### src/sv/gbs_pkg.sv
// Shared types and constants for the greedy box suppression block.
`timescale 1ns / 1ps
package gbs_pkg;

  localparam int COORD_W    = 16;
  localparam int ANCHOR_W   = 11;
  localparam int THR_W      = 9;
  localparam logic [THR_W-1:0] THR_RESET = 9'd115;
  localparam int PIPE_DEPTH = 4;

  typedef logic signed [COORD_W-1:0] coord_t;

  typedef struct packed {
    coord_t ymin;
    coord_t xmin;
    coord_t ymax;
    coord_t xmax;
  } box_t;

  typedef struct packed {
    logic vld;
    logic hit;
  } iou_res_t;

endpackage

### src/sv/gbs_cell.sv
// One ring cell: holds a kept box, passes it to its neighbor or loads a new one.
`timescale 1ns / 1ps
module gbs_cell
  import gbs_pkg::*;
(
  input  logic clk,
  input  logic shift_en,
  input  logic load_en,
  input  box_t load_box,
  input  box_t next_box,
  output box_t box
);

  box_t box_r;
  box_t box_nxt;

  always_comb begin
    box_nxt = box_r;
    if (load_en) begin
      box_nxt = load_box;
    end else if (shift_en) begin
      box_nxt = next_box;
    end
  end

  always_ff @(posedge clk) begin
    box_r <= box_nxt;
  end

  assign box = box_r;

endmodule

### config.mk
export PLATFORM = sky130hd
export DESIGN_NAME = gbs_cell
export DESIGN_NICKNAME = d
export VERILOG_FILES = /design/src/sv/gbs_pkg.sv /design/src/sv/gbs_cell.sv
export SDC_FILE = /design/constraint.sdc
export NUM_CORES = 1
export LEC_CHECK = 0
export BUFFER_PORTS_ARGS = -buffer_cell sky130_fd_sc_hd__buf_2
export CAP_MARGIN = 25
export CORE_MARGIN = 3
export CORE_UTILIZATION = 38
export DETAILED_ROUTE_END_ITERATION = 6
export PLACE_DENSITY = 0.82
export SYNTH_ARGS = -nofsm -noshare
export SYNTH_HDL_FRONTEND = slang
export SYNTH_SLANG_ARGS = --single-unit
### constraint.sdc
create_clock -name clk -period 2.2 [get_ports clk]
set_input_delay 0.22 -clock clk [delete_from_list [all_inputs] [get_ports clk]]
set_output_delay 0.22 -clock clk [all_outputs]
set_load 0.05 [all_outputs]
==> results by group <==
Power and ir drop
  • Max VDD drop: 0.4058 mV
  • Clk pwr share: 24.5%
  • P_int: 0.002182 W
  • Gate power share: 28.6%
  • PwrDens: 787.5 nW/um^2
  • Switching power share of the total: 33.02%
  • Flop pwr share: 46.8%
  • Psw: 0.001076 W
  • Pleak: 1.984 nW

Worst setup path
  • CP top delay family: flip-flops
  • Critical path startpoint: box[0]$_DFFE_PP_
  • Startpoint types: flip-flop
  • Kind of critical path: reg2out
  • Worst path slowest cell: edfxtp_1
  • WP data arrival: 0.95 ns
  • Critical path's largest stage delay: 0.40 ns
  • Critical path, cell by cell: buf_2
  • Critical Path Fanout Max: 1
  • Required time of the critical path: 1.98 ns
  • Worst path bufs/invs: 1
  • Worst setup EP type: primary output

Place
  • Post-place setup slack: 0.8551 ns
  • PortBufs: 194
  • HPWL Detailed: 5014 um
  • Global placer's final weighted congestion: 0.7166

Layout
  • P&R area growth vs syn: 42.38%
  • Nets: 469
  • Commonest non-fill, non-tap cell in the layout: buf_2
  • Share of post-route cells with drive strength above 1: 80.12%
  • Antenna cells: 0
  • Commonest non-fill, non-tap cells in the layout: buf_2 (193), edfxtp_1 (64), mux2_4 (49), mux2_2 (15), clkbuf_8 (9)
  • Largest register FFs: 64
  • Final Util: 56.43%
  • Number of fill cells: 602

Yosys
  • Mapped Cells: 136
  • Synth Area in Adders: 0%
  • Synth Area in Compound Gates: 0%
  • Syn avg cell area: 21.36 um^2
  • Seq cells post-synth: 64
  • Post-Syn Area: 2905 um^2
  • Largest family of logic cells by synthesized area: multiplexers
  • Simple-Gate Fraction of Synth Area: 0.2153%
  • Warnings from Yosys: 0
  • XOR/XNOR Fraction of Synth Area: 0%
  • Post-synthesis net count: 267
  • Seq/Total Area, Yosys: 66.15%
  • Multiplexer share of the synthesized area: 31.14%
  • Cell variety after synth: 6

Drt
  • Number of detailed-route iterations in the first pass: 4
  • Post-route ant nets: 0
  • DR vias: 1943
  • Initial DRC count: 27
  • Final WL: 6379 um
  • DRC: 0
  • WL per Instance: 14.46 um
  • Vias/cell: 4.406

CTS
  • Worst-case clock buffer depth: 2
  • CTS tree: yes
  • Clk slew on worst S/H paths: 0.07 ns
  • Root buffer cell: clkbuf_8
  • Clock sinks: 64
  • CTS buffer count: 9
  • PostCTS Resize Cnt: 0
  • Max H-tree Level: 3
  • Hold_buf cts: 0
  • Post-CTS setup buffer count: 0

Floorplanning
  • I/O pin count: 195
  • Die Wd: 93.44 um
  • Die area: 8731 um^2
  • Die Y: 93.44 um
  • Row count: 31
  • Starting density of the core: 39.63%
  • CORE AREA: 7331 um^2

Timing
  • Crit share post-route: 53.00%
  • Worst-Margin Slew: 0.3384 ns
  • Headroom to the max-slew limit: 77.44%
  • Finish-stage setup viols: 0
  • RSZ-0062 raised after global routing: false
  • Minimum clock period: 1.166 ns
  • Fmax: 857.6 MHz
  • WHS: 0.1877 ns
  • Final WS setup: 1.034 ns
  • Setup_tns: 0 ns
  • Final Max Slew Viols: 0
  • Final Hold Vio Count: 0

Run status
  • Outcome: finished, final reports clean

Min path
  • Hold path startpoint: next_box[43]
  • Hold Crit Class: in2reg

Global routing
  • Total GRT Usage: 14.15%
  • Antenna violations before repair: 0
  • GRT Residual Overflow: 0
  • Global-route wire length before repair: 9315 um
  • Via count of the first global-routing pass: 1971
  • Largest net degree at the start of global routing: 65

Flow run
  • Max-cap violation count: 0
path summary, 6_finish.rpt:
path,end,depth (start not counted)
worst min-delay path,box[43]$_DFFE_PP_,2
worst max-delay path,box[0],1
routing by layer:
| layer | global-route usage (%) | part of all wire [%] |
|---|---|---|
| met5 | 0 | 0 |
| met4 | 5.128 | 1.1 |
| met3 | 5.632 | 11 |
| met2 | 24.42 | 51 |
| met1 | 15.69 | 37 |
power by group through the flow:
stage | Sequential (W) | Clock, W | Combinational [W]
2_1_floorplan | 0.00204 | 0 | 0.000190
3_3_place_gp | 0.00155 | 0 | 0.000931
3_5_place_dp | 0.00155 | 0 | 0.000942
4_1_cts | 0.00153 | 0.000832 | 0.000943
5_1_grt | 0.00154 | 0.000899 | 0.000974
6_report | 0.00153 | 0.000799 | 0.000933
synthesized netlist by cell type:
library cell	count	share of area (%)
or2_1	1	0.22
mux2_4	49	25
mux2_2	15	5.8
buf_2	1	0.17
edfxtp_1	64	66
buf_6	6	2.3
stage by stage:
stage               cell area (um^2)  instances  total power [W]
detailed placement              3985        426         0.002496
global placement                3985        426         0.002480
CTS                             4136        441         0.003302
finish                          4136        441         0.003258
floorplan                       2905        136         0.002230
global route                    4136        441         0.003409
kinds of logic after synthesis:
group	count (synthesis)
flip-flops	64
buffers and inverters	7
AND/OR/NAND/NOR	1
multiplexers	64
area by class of cell:
cell class / instances / area [um^2] / area share (%)
sequential: 64 / 1922 / 46.46
clock inverter: 6 / 27.53 / 0.6655
tap: 99 / 123.9 / 2.995
clock buffer: 9 / 123.9 / 2.995
multi-input combinational: 65 / 910.9 / 22.02
timing repair buffer: 198 / 1028 / 24.86
Note: power is estimated with default switching activity, not from simulation.
