===== src/sv/gbs_pkg.sv =====
// Shared types and constants for the greedy box suppression block.
`timescale 1ns / 1ps
package gbs_pkg;

  localparam int COORD_W    = 16;
  localparam int ANCHOR_W   = 11;
  localparam int THR_W      = 9;
  localparam logic [THR_W-1:0] THR_RESET = 9'd115;
  localparam int PIPE_DEPTH = 4;

  typedef logic signed [COORD_W-1:0] coord_t;

  typedef struct packed {
    coord_t ymin;
    coord_t xmin;
    coord_t ymax;
    coord_t xmax;
  } box_t;

  typedef struct packed {
    logic vld;
    logic hit;
  } iou_res_t;

endpackage


===== src/sv/gbs_iou.sv =====
// Pipelined overlap test of a candidate box against one stored box.
`timescale 1ns / 1ps
module gbs_iou
  import gbs_pkg::*;
(
  input  logic             clk,
  input  logic             rst_n,
  input  logic             in_vld,
  input  box_t             cand,
  input  box_t             other,
  input  logic [THR_W-1:0] thr,
  output iou_res_t         res
);

  logic signed [16:0] iw_raw;
  logic signed [16:0] ih_raw;
  coord_t             min_xmax;
  coord_t             max_xmin;
  coord_t             min_ymax;
  coord_t             max_ymin;

  logic               v1_r, v2_r, v3_r, v4_r;
  logic [15:0]        iw1_r, ih1_r;
  logic signed [16:0] dxa1_r, dya1_r, dxb1_r, dyb1_r;
  logic [31:0]        inter2_r;
  logic signed [33:0] areaa2_r, areab2_r;
  logic signed [35:0] uni3_r;
  logic [31:0]        inter3_r;
  logic signed [45:0] prod4_r;
  logic [31:0]        inter4_r;
  logic               upos4_r;
  logic               thrz4_r;
  logic signed [45:0] inter_sh;

  always_comb begin
    min_xmax = (cand.xmax < other.xmax) ? cand.xmax : other.xmax;
    max_xmin = (cand.xmin > other.xmin) ? cand.xmin : other.xmin;
    min_ymax = (cand.ymax < other.ymax) ? cand.ymax : other.ymax;
    max_ymin = (cand.ymin > other.ymin) ? cand.ymin : other.ymin;
    iw_raw   = 17'(min_xmax) - 17'(max_xmin);
    ih_raw   = 17'(min_ymax) - 17'(max_ymin);
  end

  always_ff @(posedge clk) begin
    if (!rst_n) begin
      v1_r <= 1'b0;
      v2_r <= 1'b0;
      v3_r <= 1'b0;
      v4_r <= 1'b0;
    end else begin
      v1_r <= in_vld;
      v2_r <= v1_r;
      v3_r <= v2_r;
      v4_r <= v3_r;
    end
  end

  always_ff @(posedge clk) begin
    iw1_r    <= iw_raw[16] ? 16'd0 : iw_raw[15:0];
    ih1_r    <= ih_raw[16] ? 16'd0 : ih_raw[15:0];
    dxa1_r   <= 17'(cand.xmax) - 17'(cand.xmin);
    dya1_r   <= 17'(cand.ymax) - 17'(cand.ymin);
    dxb1_r   <= 17'(other.xmax) - 17'(other.xmin);
    dyb1_r   <= 17'(other.ymax) - 17'(other.ymin);
    inter2_r <= iw1_r * ih1_r;
    areaa2_r <= dxa1_r * dya1_r;
    areab2_r <= dxb1_r * dyb1_r;
    uni3_r   <= 36'(areaa2_r) + 36'(areab2_r) - $signed({4'b0, inter2_r});
    inter3_r <= inter2_r;
    prod4_r  <= $signed({1'b0, thr}) * uni3_r;
    inter4_r <= inter3_r;
    upos4_r  <= (uni3_r > 36'sd0);
    thrz4_r  <= (thr == '0);
  end

  assign inter_sh = $signed({6'b0, inter4_r, 8'b0});

  always_comb begin
    res.vld = v4_r;
    res.hit = upos4_r ? (inter_sh >= prod4_r) : thrz4_r;
  end

endmodule


===== config.mk =====
export PLATFORM = sky130hd
export DESIGN_NAME = gbs_iou
export DESIGN_NICKNAME = d
export VERILOG_FILES = /design/src/sv/gbs_pkg.sv /design/src/sv/gbs_iou.sv
export SDC_FILE = /design/constraint.sdc
export NUM_CORES = 2
export LEC_CHECK = 0
export BUFFER_PORTS_ARGS = -buffer_cell sky130_fd_sc_hd__buf_2
export CORE_MARGIN = 5
export CORE_UTILIZATION = 60
export DETAILED_ROUTE_END_ITERATION = 8
export PLACE_DENSITY = 0.8
export SLEW_MARGIN = 15
export SYNTH_ARGS = -nofsm -noshare
export SYNTH_HDL_FRONTEND = slang
export SYNTH_SLANG_ARGS = --single-unit

===== constraint.sdc =====
create_clock -name clk -period 5.9 [get_ports clk]
set_input_delay 0.295 -clock clk [delete_from_list [all_inputs] [get_ports clk]]
set_output_delay 0.295 -clock clk [all_outputs]
set_load 0.01 [all_outputs]

==> run metrics <==
gr usage total between 20% and 30%; initial antenna violation count 14; cell with the most instances after synthesis inv_1; starting density of the core between 60% and 70%; largest buffer count on any clock path 3; WHS Endpoint dyb1_r[1]$_DFF_P_; r2r endpoint areab2_r[32]$_DFF_P_; Async S/R FF share, synth 0%; wl on met1 between 50000 and 60000 um; Worst EP arrival 6.60 ns; routed wl met3 ~9200 um; Main synth FF type dfxtp_1; register area share after synthesis about 12%; largest family of logic cells by synthesized area adder cells; layout cells sized above 1 between 15 and 20%; CP dominant cell by count fa_1; first-pass GRT wire length between 200000 and 250000 um; CP Launch Type flop; WS Path Type flop to flop; drt total wl about 150000 um; area of the multi-input gates 0.0456 sq mm; Critical Path Stages 21; Critical Path RT between 6 and 7 ns; critical path capture point type flop; reg2reg setup slack -0.20 ns; reg2reg start dyb1_r[3]$_DFF_P_; total of max-cap violations 0; Die X between 300 and 400 um; Synth area leader fa_1; dpl cells between 7k and 8k; P&R area growth vs syn 14.3%; Num CTS Buffers 42; Vias/cell 5.40; final hold violations 0; vias about 44k; minimum clock period between 6 and 7 ns; Die ar. 0.102 sq mm; Syn Nets between 8k and 9k; Worst R2R Path Depth 21; # IOs between 100 and 150; CP peak stage delay between 0.5 and 0.6 ns; Fmax achieved around 0.16 GHz; Hold Path Class input port to flop; area share of the largest cell type after synthesis between 30% and 40%; post-synthesis compound-gate area fraction under 10%; Post-synth EDFFs 0; CTS tree done; GP Congestion a little under 1; GR Overflow Total 0; top post-synthesis cells by area fa_1 (38%), ha_1 (13%), dfxtp_1 (12%); per-cell routed wire length 18.1 um; top routing layer used met5; Avg Inst Size Synth 9.17 sq um; Port Buffers roughly 140; final net count 8614; HP Start other[49]; Setup Viol. Count Final 7; clock slew at reported path FFs around 0.07 ns; max_slew headroom 48.0%; FILL cells between 6k and 7k; xor-xnor portion of the synthesized cell area roughly 3.6%; largest net degree at the start of global routing 38; CP delay by family, top adder cells; WP buf/inv 5; Die H between 300 and 400 um; hold_ws roughly 0.042 ns; mux cell area share after synthesis 0.982%; CP Cell Sequence buf_12 -> nand2_1 -> fa_1 -> fa_1 -> fa_1 -> fa_1 -> inv_2 -> fa_1 -> inv_2 -> fa_1 -> inv_2 -> ha_4 -> buf_6 -> o211ai_1 -> a31o_2 -> a221o_1 -> o311a_1 -> o31ai_4 -> a221o_1 -> a21oi_2 -> xnor2_1; Max Fanout on Critical Path 8; # H-tree levels 2; vias in the first global route 47.8k; final core occ approximately 69%; number of synthesized register bits ~350; clk sinks ~350; DRC viols 0; RSZ-0062 raised after global routing true; flip-flop and latch area 0.00729 sq mm; Slowest-stage cell, CP fa_1; Final WS setup -0.197 ns; total iterations of the first detailed-routing run 8; Synth Area in Simple Gates roughly 15%; synthesized-area fraction occupied by adder cells around half; hold-critical path depth 3; post-synth cell types between 70 and 80; DRT iter0 DRCs 2803; clk_lat worst skew about 0.61 ns; status finished, violations left; failing checks negative setup slack; Site Rows between 100 and 150; Post-Synthesis Cells 6294; Routed Antenna Nets 0; DPL Wire Length approximately 120000 um; Mapped Area slightly below 0.06 sq mm; final worst-path cycle share 103%; Ys Warns 0; Slew @ Worst Pin just under 0.8 ns; Slew Viols, Final 0; WL met2 ~72000 um; fin cells roughly 8.1k; Final Skew about 0.055 ns; CTS root buf clkbuf_16; core area between 0.09 and 0.1 sq mm; synth cell count leaders inv_1 (1407), fa_1 (1086), nand2_1 (625)
==> state kept, by name, indices dropped and copies added, names as in the netlist, 16 cells and up <==
name	cells
prod4_r	46
uni3_r	36
areaa2_r	34
areab2_r	34
inter2_r	32
inter3_r	32
inter4_r	32
dxa1_r	17
dxb1_r	17
dya1_r	17
dyb1_r	17
ih1_r	16
iw1_r	16
==> worst min-delay path: stages <==
cell   delay, ns
buf_2       0.12
fa_1        0.16
inv_1       0.03
==> cell families (layout without fill, tap and decap cells) <==
group           Yosys count  in the layout
fa+ha+maj              1685           1685
other cells               0              2
flops                   352            352
compound gates          653            653
xor+xnor                235            235
buf+inv                1597           2122
simple gates           1719           1719
mux                      53             53
==> how the worst max path moves through the flow <==
stage,start,to
6_report,dyb1_r[3]$_DFF_P_,areab2_r[32]$_DFF_P_
5_1_grt,dyb1_r[3]$_DFF_P_,areab2_r[32]$_DFF_P_
4_1_cts,dxb1_r[6]$_DFF_P_,areab2_r[30]$_DFF_P_
3_5_place_dp,dxb1_r[5]$_DFF_P_,areab2_r[29]$_DFF_P_
3_3_place_gp,dxb1_r[5]$_DFF_P_,areab2_r[29]$_DFF_P_
2_1_floorplan,dxb1_r[13]$_DFF_P_,areab2_r[32]$_DFF_P_
==> through the flow <==
step | setup TNS [ns] | cell area, sq um | worst slack [ns]
3_3_place_gp | -2.29 | 63000 | -0.403
5_1_grt | -2.28 | 66000 | -0.339
3_5_place_dp | -6.69 | 63000 | -0.489
4_1_cts | -0.186 | 64900 | -0.0744
6_report | -0.577 | 66000 | -0.197
2_1_floorplan | -0.0156 | 57900 | -0.0156
==> what timing repair did <==
| action | 4_1_cts | 5_1_grt |
|---|---|---|
| hold buffers | 6 | 0 |
| gates cloned | 0 | 1 |
| endpoints found under the setup margin | 30 | 58 |
| pin swaps | 40 | 162 |
| gates resized for setup | 143 | 251 |
| buffers inserted | 14 | 22 |
| hold endpoints to repair | 7 | 0 |
==> per-layer routing <==
metal / vias to the layer above / track usage [%]
li1: 20100 / -
met2: 1404 / 50.2
met4: 16 / 10.8
met3: 373 / 4.88
met1: 21800 / 36.5
met5: - / 0
==> final cells by class <==
cell class	count	area share (%)
multi-input combinational	4345	69.1
inverter	1407	8.01
timing repair buffer	641	7.28
tap	1265	2.40
clock inverter	21	0.402
antenna	2	0.00759
clock buffer	53	1.76
sequential	352	11.1
==> layout by cell type (no fill, tap or decap), types with 113 or more instances in the layout <==
| cell type | instances |
|---|---|
| inv_1 | 1384 |
| buf_4 | 452 |
| buf_2 | 141 |
| a21oi_1 | 165 |
| and2_1 | 599 |
| dfxtp_1 | 251 |
| xnor2_1 | 180 |
| nand2_1 | 620 |
| fa_1 | 1056 |
| nor2_1 | 209 |
| a21o_1 | 113 |
| ha_1 | 569 |
Power is not shown: default switching activity piles up to over one toggle a cycle in this logic, so the estimate is an artifact.
